[config.mk]
export PLATFORM = sky130hd
export DESIGN_NAME = deque_with_search_core_flat
export DESIGN_NICKNAME = d
export VERILOG_FILES = /design/src/dqs_pkg.sv /design/src/dqs_if.sv /design/src/dqs_cell.sv /design/src/deque_with_search_core.sv /design/src/flat_wrapper.sv
export SDC_FILE = /design/constraint.sdc
export NUM_CORES = 2
export LEC_CHECK = 0
export BUFFER_PORTS_ARGS = -buffer_cell sky130_fd_sc_hd__buf_2
export CORE_ASPECT_RATIO = 0.8
export CORE_MARGIN = 2
export CORE_UTILIZATION = 30
export CTS_CLUSTER_DIAMETER = 150
export CTS_CLUSTER_SIZE = 25
export DETAILED_ROUTE_END_ITERATION = 10
export PLACE_DENSITY = 0.45
export SYNTH_ARGS = -nofsm -noshare
export SYNTH_HDL_FRONTEND = slang
export SYNTH_HIERARCHICAL = 1
export SYNTH_SLANG_ARGS = --single-unit
[constraint.sdc]
create_clock -name clock -period 18.9 [get_ports clock]
set_input_delay 3.78 -clock clock [delete_from_list [all_inputs] [get_ports clock]]
set_output_delay 3.78 -clock clock [all_outputs]
set_load 0.01 [all_outputs]
[src/dqs_pkg.sv]
// Shared types and constants for the deque with search.
// Used by the channel interfaces, the storage cell and the top level.
`default_nettype none

package dqs_pkg;

   localparam int DATA_W = 32;
   localparam int POS_W  = 5;

   // request operation codes
   typedef enum logic [1:0] {
      OP_PUSH_REAR  = 2'd0,
      OP_PUSH_FRONT = 2'd1,
      OP_POP_FRONT  = 2'd2,
      OP_SEARCH     = 2'd3
   } opcode_type;

   // response status codes
   typedef enum logic [1:0] {
      ST_OK        = 2'd0,
      ST_EMPTY     = 2'd1,
      ST_FULL      = 2'd2,
      ST_NOT_FOUND = 2'd3
   } status_type;

   // what every cell of the chain does in a cycle
   typedef enum logic [1:0] {
      CELL_HOLD,
      CELL_PUSH_REAR,
      CELL_PUSH_FRONT,
      CELL_POP
   } cell_op_type;

   // command broadcast from the controller to all cells
   typedef struct packed {
      cell_op_type op;
      logic        advance;
      logic        kill;
   } cell_cmd_type;

   // controller states
   typedef enum logic {
      S_IDLE,
      S_SEARCH
   } ctrl_state_type;

endpackage

`default_nettype wire

[src/dqs_if.sv]
// Valid/ready channel interfaces for requests and responses.
// Depends on dqs_pkg for the payload types.
`default_nettype none

interface dqs_req_if;
   logic                                valid;
   logic                                ready;
   dqs_pkg::opcode_type                 opcode;
   logic signed [dqs_pkg::DATA_W-1:0]   operand_value;

   modport source (output valid, output opcode, output operand_value, input ready);
   modport sink   (input valid, input opcode, input operand_value, output ready);
endinterface

interface dqs_rsp_if;
   logic                                valid;
   logic                                ready;
   dqs_pkg::status_type                 status;
   logic signed [dqs_pkg::DATA_W-1:0]   popped_value;
   logic        [dqs_pkg::POS_W-1:0]    found_position;

   modport source (output valid, output status, output popped_value,
                   output found_position, input ready);
   modport sink   (input valid, input status, input popped_value,
                   input found_position, output ready);
endinterface

`default_nettype wire

[src/dqs_cell.sv]
// One storage cell of the deque chain: holds one entry and one search probe.
// Depends on dqs_pkg for the command struct.
`default_nettype none

module dqs_cell (
   input  wire logic                               clock,
   input  wire logic                               reset,
   input  wire dqs_pkg::cell_cmd_type              cmd,
   input  wire logic                               at_rear,
   input  wire logic signed [dqs_pkg::DATA_W-1:0]  operand,
   input  wire logic signed [dqs_pkg::DATA_W-1:0]  left_value,
   input  wire logic signed [dqs_pkg::DATA_W-1:0]  right_value,
   input  wire logic signed [dqs_pkg::DATA_W-1:0]  left_key,
   input  wire logic                               left_probe,
   output logic signed [dqs_pkg::DATA_W-1:0]       value,
   output logic signed [dqs_pkg::DATA_W-1:0]       key,
   output logic                                    probe,
   output logic                                    hit
);
   import dqs_pkg::*;

   logic signed [DATA_W-1:0] value_ff, value_in;
   logic signed [DATA_W-1:0] key_ff, key_in;
   logic                     probe_ff, probe_in;

   // entry movement: load at rear, shift toward rear, shift toward front
   always_comb begin
      case (cmd.op)
         CELL_PUSH_REAR:  value_in = at_rear ? operand : value_ff;
         CELL_PUSH_FRONT: value_in = left_value;
         CELL_POP:        value_in = right_value;
         default:         value_in = value_ff;
      endcase
   end

   // search probe and key walk one cell per step
   always_comb begin
      key_in   = cmd.advance ? left_key : key_ff;
      probe_in = cmd.advance ? left_probe : probe_ff;
      if (cmd.kill) begin
         probe_in = 1'b0;
      end
   end

   always_ff @(posedge clock) begin
      value_ff <= value_in;
      key_ff   <= key_in;
   end

   always_ff @(posedge clock) begin
      if (reset) begin
         probe_ff <= 1'b0;
      end else begin
         probe_ff <= probe_in;
      end
   end

   assign value = value_ff;
   assign key   = key_ff;
   assign probe = probe_ff;
   assign hit   = probe_ff && (value_ff == key_ff);

endmodule

`default_nettype wire

[src/deque_with_search_core.sv]
// Top level of the deque with search: controller, response register and cell chain.
// Depends on dqs_pkg, dqs_req_if / dqs_rsp_if and dqs_cell.
//
// Usage:
//   Requests arrive on req_if (opcode, operand_value); each gives exactly one
//   response on rsp_if (status, popped_value, found_position). Both channels
//   transfer when valid and ready are high at a rising clock edge.
//   Entries sit in a chain of CAPACITY cells, cell 0 being the front. Push
//   front and pop front shift the whole chain by one cell; push rear loads
//   the cell just behind the last entry.
//   Push and pop: the response is valid the cycle after the transfer, and a new
//   request can follow every cycle while the response register is free or being drained.
//   Search: the key travels down the chain one cell per cycle while the
//   response register is free or being drained. An empty deque answers at once.
//   Requests are not taken during a search.
//   Reset (synchronous, active high) empties the deque and drops any
//   pending response; stored values are not cleared.
//   When the receiver stalls, the response is held in its output register;
//   a new request is taken only once that register is free or being drained,
//   and a finished search waits in place until it can be written.
`default_nettype none

module deque_with_search_core #(
   parameter int CAPACITY = 16
) (
   input  wire logic  clock,
   input  wire logic  reset,
   dqs_req_if.sink    req_if,
   dqs_rsp_if.source  rsp_if
);
   import dqs_pkg::*;

   localparam int CW = $clog2(CAPACITY + 1);

   // controller state
   ctrl_state_type state_ff, state_in;
   logic [CW-1:0]  count_ff, count_in;
   logic [CW-1:0]  step_ff, step_in;

   // response register
   logic                     rsp_valid_ff;
   status_type               rsp_status_ff, rsp_status_in;
   logic signed [DATA_W-1:0] rsp_popped_ff, rsp_popped_in;
   logic [POS_W-1:0]         rsp_pos_ff, rsp_pos_in;
   logic                     rsp_load;

   // chain wiring
   cell_cmd_type             cmd;
   logic                     inject;
   logic signed [DATA_W-1:0] cell_value [CAPACITY];
   logic signed [DATA_W-1:0] cell_key   [CAPACITY];
   logic                     cell_probe [CAPACITY];
   logic [CAPACITY-1:0]      cell_hit;
   logic [CAPACITY-1:0]      at_rear;

   logic          slot_free;
   logic          accept;
   logic          full;
   logic          empty;
   logic          hit_any;
   logic          last_step;
   logic [CW-1:0] step_pos;

   assign slot_free    = !rsp_valid_ff || rsp_if.ready;
   assign req_if.ready = (state_ff == S_IDLE) && slot_free;
   assign accept       = req_if.valid && req_if.ready;
   assign full         = (count_ff == CW'(CAPACITY));
   assign empty        = (count_ff == '0);
   assign hit_any      = |cell_hit;
   assign step_pos     = step_ff + CW'(1);
   assign last_step    = (step_pos == count_ff);

   // next state, cell commands and response
   always_comb begin
      state_in      = state_ff;
      count_in      = count_ff;
      step_in       = step_ff;
      cmd.op        = CELL_HOLD;
      cmd.advance   = 1'b0;
      cmd.kill      = 1'b0;
      inject        = 1'b0;
      rsp_load      = 1'b0;
      rsp_status_in = ST_OK;
      rsp_popped_in = '0;
      rsp_pos_in    = '0;
      unique case (state_ff)
         S_IDLE: begin
            if (accept) begin
               unique case (req_if.opcode)
                  OP_PUSH_REAR: begin
                     rsp_load = 1'b1;
                     if (full) begin
                        rsp_status_in = ST_FULL;
                     end else begin
                        cmd.op   = CELL_PUSH_REAR;
                        count_in = count_ff + CW'(1);
                     end
                  end
                  OP_PUSH_FRONT: begin
                     rsp_load = 1'b1;
                     if (full) begin
                        rsp_status_in = ST_FULL;
                     end else begin
                        cmd.op   = CELL_PUSH_FRONT;
                        count_in = count_ff + CW'(1);
                     end
                  end
                  OP_POP_FRONT: begin
                     rsp_load = 1'b1;
                     if (empty) begin
                        rsp_status_in = ST_EMPTY;
                     end else begin
                        cmd.op        = CELL_POP;
                        rsp_popped_in = cell_value[0];
                        count_in      = count_ff - CW'(1);
                     end
                  end
                  default: begin
                     if (empty) begin
                        rsp_load      = 1'b1;
                        rsp_status_in = ST_NOT_FOUND;
                     end else begin
                        inject      = 1'b1;
                        cmd.advance = 1'b1;
                        step_in     = '0;
                        state_in    = S_SEARCH;
                     end
                  end
               endcase
            end
         end
         S_SEARCH: begin
            if (slot_free) begin
               if (hit_any) begin
                  rsp_load   = 1'b1;
                  rsp_pos_in = POS_W'(step_pos);
                  cmd.kill   = 1'b1;
                  state_in   = S_IDLE;
               end else if (last_step) begin
                  rsp_load      = 1'b1;
                  rsp_status_in = ST_NOT_FOUND;
                  cmd.kill      = 1'b1;
                  state_in      = S_IDLE;
               end else begin
                  cmd.advance = 1'b1;
                  step_in     = step_pos;
               end
            end
         end
         default: state_in = S_IDLE;
      endcase
   end

   // control registers
   always_ff @(posedge clock) begin
      if (reset) begin
         state_ff     <= S_IDLE;
         count_ff     <= '0;
         step_ff      <= '0;
         rsp_valid_ff <= 1'b0;
      end else begin
         state_ff <= state_in;
         count_ff <= count_in;
         step_ff  <= step_in;
         if (rsp_load) begin
            rsp_valid_ff <= 1'b1;
         end else if (rsp_if.ready) begin
            rsp_valid_ff <= 1'b0;
         end
      end
   end

   // response payload
   always_ff @(posedge clock) begin
      if (rsp_load) begin
         rsp_status_ff <= rsp_status_in;
         rsp_popped_ff <= rsp_popped_in;
         rsp_pos_ff    <= rsp_pos_in;
      end
   end

   assign rsp_if.valid          = rsp_valid_ff;
   assign rsp_if.status         = rsp_status_ff;
   assign rsp_if.popped_value   = rsp_popped_ff;
   assign rsp_if.found_position = rsp_pos_ff;

   // chain of cells, front at index 0
   for (genvar i = 0; i < CAPACITY; i++) begin : g_cell
      logic signed [DATA_W-1:0] left_value;
      logic signed [DATA_W-1:0] right_value;
      logic signed [DATA_W-1:0] left_key;
      logic                     left_probe;

      assign at_rear[i] = (count_ff == CW'(i));

      if (i == 0) begin : g_front
         assign left_value = req_if.operand_value;
         assign left_key   = req_if.operand_value;
         assign left_probe = inject;
      end else begin : g_inner
         assign left_value = cell_value[i-1];
         assign left_key   = cell_key[i-1];
         assign left_probe = cell_probe[i-1];
      end

      if (i == CAPACITY - 1) begin : g_rear
         assign right_value = cell_value[i];
      end else begin : g_mid
         assign right_value = cell_value[i+1];
      end

      dqs_cell u_cell (
         .clock       (clock),
         .reset       (reset),
         .cmd         (cmd),
         .at_rear     (at_rear[i]),
         .operand     (req_if.operand_value),
         .left_value  (left_value),
         .right_value (right_value),
         .left_key    (left_key),
         .left_probe  (left_probe),
         .value       (cell_value[i]),
         .key         (cell_key[i]),
         .probe       (cell_probe[i]),
         .hit         (cell_hit[i])
      );
   end

endmodule

`default_nettype wire
[src/flat_wrapper.sv]
// flat-port wrapper written by rule: the top's interface ports become plain ports
module deque_with_search_core_flat import dqs_pkg::*;
#(
   parameter int CAPACITY = 16
)
  (clock, reset, req_if_valid, req_if_opcode, req_if_operand_value, req_if_ready, rsp_if_valid, rsp_if_status, rsp_if_popped_value, rsp_if_found_position, rsp_if_ready);
  dqs_req_if req_if_i ();
  dqs_rsp_if rsp_if_i ();
  input  wire logic clock;
  input  wire logic reset;
  input wire logic [$bits(req_if_i.valid)-1:0] req_if_valid;
  input wire logic [$bits(req_if_i.opcode)-1:0] req_if_opcode;
  input wire logic [$bits(req_if_i.operand_value)-1:0] req_if_operand_value;
  output wire logic [$bits(req_if_i.ready)-1:0] req_if_ready;
  output wire logic [$bits(rsp_if_i.valid)-1:0] rsp_if_valid;
  output wire logic [$bits(rsp_if_i.status)-1:0] rsp_if_status;
  output wire logic [$bits(rsp_if_i.popped_value)-1:0] rsp_if_popped_value;
  output wire logic [$bits(rsp_if_i.found_position)-1:0] rsp_if_found_position;
  input wire logic [$bits(rsp_if_i.ready)-1:0] rsp_if_ready;
  assign req_if_i.valid = req_if_valid;
  assign req_if_i.opcode = req_if_opcode;
  assign req_if_i.operand_value = req_if_operand_value;
  assign req_if_ready = req_if_i.ready;
  assign rsp_if_valid = rsp_if_i.valid;
  assign rsp_if_status = rsp_if_i.status;
  assign rsp_if_popped_value = rsp_if_i.popped_value;
  assign rsp_if_found_position = rsp_if_i.found_position;
  assign rsp_if_i.ready = rsp_if_ready;
  deque_with_search_core #(.CAPACITY(CAPACITY)) u_core (.clock(clock), .reset(reset), .req_if(req_if_i), .rsp_if(rsp_if_i));
endmodule
==> results.toml <==
[outcome]
status = "finished, final reports clean"

[critical_path]
critPathSlowestCell = "buf_4"
r2r-start = "u_core/g_cell[9].u_cell/value[9]$_DFFE_PP_"
critPathKind = "input pin to flop"
worst_path_most_repeated_cell = "buf_4"
path_delay_family = "buffers and inverters"
timing.rr.end = "u_core/g_cell[11].u_cell/key[15]$_DFFE_PP_"
ff2ff_path_depth = 11
path_cells = "buf_2, nand2b_1, nand3b_1, a311oi_4, buf_4, buf_4, buf_4, buf_4, mux2i_1, a21oi_1"
cp-start-kind = "input pin"
crit_start = "rsp_if_ready"
critPathMaxStageDelay_ps = 910
end_kind = "flop"
cp.arrival_ps = 8590
path_max_fanout = 58
r2r_setup_slack_ps = 12630
required_ps = 19290
critical_path_buf_inv_count = 5

[route]
drt_pass1_iterations = 5
drt_wl_total_um = 125000
vias = 28216
drc_errors = 0
ant_nets = 0
vias_per_cell = 4.71
drt-wirelength-per-cell_um = 20.9
drt_iter0_markers = 2614

[timing]
finalMaxSlewViolations = 0
skew_ps = 30.1
fmax_ghz = 0.122
setup_viol = 0
rsz0062_at_grt = "no"
fin_crit_ps = 8200
fin_setup_tns_ps = 0
tightestPinTransition_ps = 1080
finalHoldViolations = 0
fin_crit_sh_pct = 43.4
slew_headroom_pct = 28.1

[synth]
ys_ff_latch = 1091
yosysSeqAreaShare_pct = 64.8
yosys_warnings = 6
synth.net_count = 3784
synthFlopType = "edfxtp_1"
synth-edff-count = 1063
yosysUniqueCellTypes = 43
postSynthAreaPerCell_um2 = 13.4
synthArstFlopShare_pct = 0
syn_inst = 3739
netlist_area_um2 = 50200

[min_path]
min_path_type = "flop to flop"
whs_path_depth = 0
min-delay-start = "u_core/g_cell[1].u_cell/key[2]$_DFFE_PP_"
min_to = "u_core/g_cell[2].u_cell/key[2]$_DFFE_PP_"

[floorplan]
die_area_um2 = 170000
die_x_um = 461
die_h_um = 370
ios = 79
fp-row-count = 134
initial_core_util_pct = 30.1
core_area_um2 = 166000

[global_route]
grt_pass1_vias = 26842
grt_max_degree = 238
grt_pass1_wl_um = 188000
grt.overflow.total = 0
grt_use_total_pct = 14.4
antenna_found_initial = 10

[placed_design]
dp_hpwl_um = 84900
dp_cells = 5916
place.gp.congestion = 0.734
portBuffers = 78

[cells_and_area]
nets = 3768
fillers = 16339
layout-drive-gt1-share_pct = 5.58
syn_to_final_growth_pct = 8.12
final_cells = 5989

[power_and_ir_drop]
pwr_density_cell_nw_per_um2 = 89.2
power.leakage_nw = 17.4
ir_drop_v = 0.0000652

[clocking]
htree_levels = 2
clock_sinks = 1091
cts_buffer_depth = 3
cts_tree = "yes"
cts_resized = 0
root_buffer = "clkbuf_16"
worstSkewPairLatency_ps = 680
post_cts_buffers = 0
holdBufCountCts = 0
path_clk_slew_ps = 100
numCtsBuffers = 49

[job]
drv_cap = 0
-- registers in the layout, summed over array words and instances (netlist names), 2 cells and up --
register	flops
u_core/g_cell.u_cell/key	512
u_core/g_cell.u_cell/value	512
u_core/rsp_if.popped_value	32
u_core/g_cell.u_cell/probe	16
u_core/count_ff	5
u_core/rsp_if.found_position	5
u_core/step_ff	5
u_core/rsp_if.status	2
-- cell families after synthesis --
| group | count (synthesis) | share of synthesized area [%] |
|---|---|---|
| XOR/XNOR | 527 | 9.20 |
| AO/OA/AOI/OAI | 553 | 5.73 |
| AND/OR/NAND/NOR | 834 | 7.63 |
| multiplexers | 530 | 10.6 |
| buffers and inverters | 197 | 1.92 |
| flip-flops | 1091 | 64.8 |
| adder cells (fa/ha/maj) | 7 | 0.175 |
-- how the worst max path moves through the flow --
stage                                                    to  slack (ps)  cells after the start
6_report       u_core/g_cell[14].u_cell/value[17]$_DFFE_PP_       10700                     10
5_1_grt        u_core/g_cell[15].u_cell/value[29]$_DFFE_PP_       10480                     10
4_1_cts                                        req_if_ready       10730                      4
3_5_place_dp   u_core/g_cell[14].u_cell/value[17]$_DFFE_PP_       10010                     10
3_3_place_gp    u_core/g_cell[13].u_cell/value[4]$_DFFE_PP_       10060                     10
2_1_floorplan    u_core/g_cell[0].u_cell/probe$_SDFFE_PP0P_        3050                      8
-- metal layers --
metal / part of all wire, % / global-route usage (%)
met2: 39 / 19.0
met4: 1.1 / 2.17
met3: 4.3 / 1.66
met5: 0.060 / 0
met1: 56 / 24.6
-- cell usage after synthesis (16+ instances only) --
| library cell | count | share of area (%) |
|---|---|---|
| a21o_1 | 16 | 0.24 |
| a21oi_1 | 516 | 5.1 |
| and3_1 | 35 | 0.44 |
| buf_1 | 64 | 0.48 |
| buf_2 | 34 | 0.34 |
| buf_4 | 48 | 0.72 |
| clkbuf_1 | 43 | 0.32 |
| dfxtp_1 | 28 | 1.1 |
| edfxtp_1 | 1063 | 64 |
| mux2i_1 | 530 | 11 |
| nand3_1 | 36 | 0.36 |
| nand4_1 | 19 | 0.24 |
| nor2_1 | 544 | 4.1 |
| nor3_1 | 38 | 0.38 |
| nor3_2 | 16 | 0.32 |
| nor4_1 | 119 | 1.5 |
| xnor2_1 | 25 | 0.44 |
| xor2_1 | 502 | 8.8 |
-- where the power goes --
part	switching [W]	internal (W)	total (W)
logic	0.000373	0.000207	0.000581
registers	0.000127	0.00285	0.00298
clock network	0.000776	0.000502	0.00128
-- cell usage in the layout, fill, tap and decap left out, types with 16 or more instances in the layout --
master and instances:
a21oi_1 516, and3_1 35, buf_2 78, buf_4 41
clkbuf_1 19, clkbuf_16 51, dfxtp_1 28, edfxtp_1 1063
mux2i_1 530, nand3_1 36, nand4_1 19, nor2_1 542
nor3_1 38, nor3_2 16, nor4_1 118, xnor2_1 25
xor2_1 502
-- final cells by class --
| type | count | area [µm²] | area share, % |
|---|---|---|---|
| antenna | 1 | 2.50 | 0.00461 |
| tap | 2244 | 2810 | 5.18 |
| timing repair buffer | 122 | 758 | 1.40 |
| clock buffer | 70 | 1350 | 2.49 |
| sequential | 1091 | 32500 | 59.9 |
| multi-input combinational | 2451 | 16800 | 30.9 |
| clock inverter | 2 | 20.0 | 0.0369 |
| inverter | 8 | 37.5 | 0.0692 |
-- worst register-to-register path, stage by stage, from the launching register on --
cell	delay, ps
edfxtp_1	460
xor2_1	210
nor4_1	140
nand4_1	220
nor3_2	80
nor4_1	810
nand4_1	660
nor2_1	610
a21oi_4	170
inv_8	580
buf_4	950
buf_4	940
-- through the flow --
| stage | power (W) | worst slack, ps | util (%) | hold WS (ps) | area (µm²) |
|---|---|---|---|---|---|
| 2_1_floorplan | 0.00345 | 3050 | - | 448 | 50200 |
| 3_3_place_gp | 0.00362 | 10060 | 31.7 | 449 | 52800 |
| 3_5_place_dp | 0.00363 | 10010 | 31.7 | 454 | 52800 |
| 4_1_cts | 0.00492 | 10730 | 32.6 | 468 | 54200 |
| 5_1_grt | 0.00506 | 10480 | 32.6 | 470 | 54200 |
| 6_report | 0.00484 | 10700 | 32.6 | 469 | 54200 |
No activity file was read; power rests on OpenSTA's default activity.
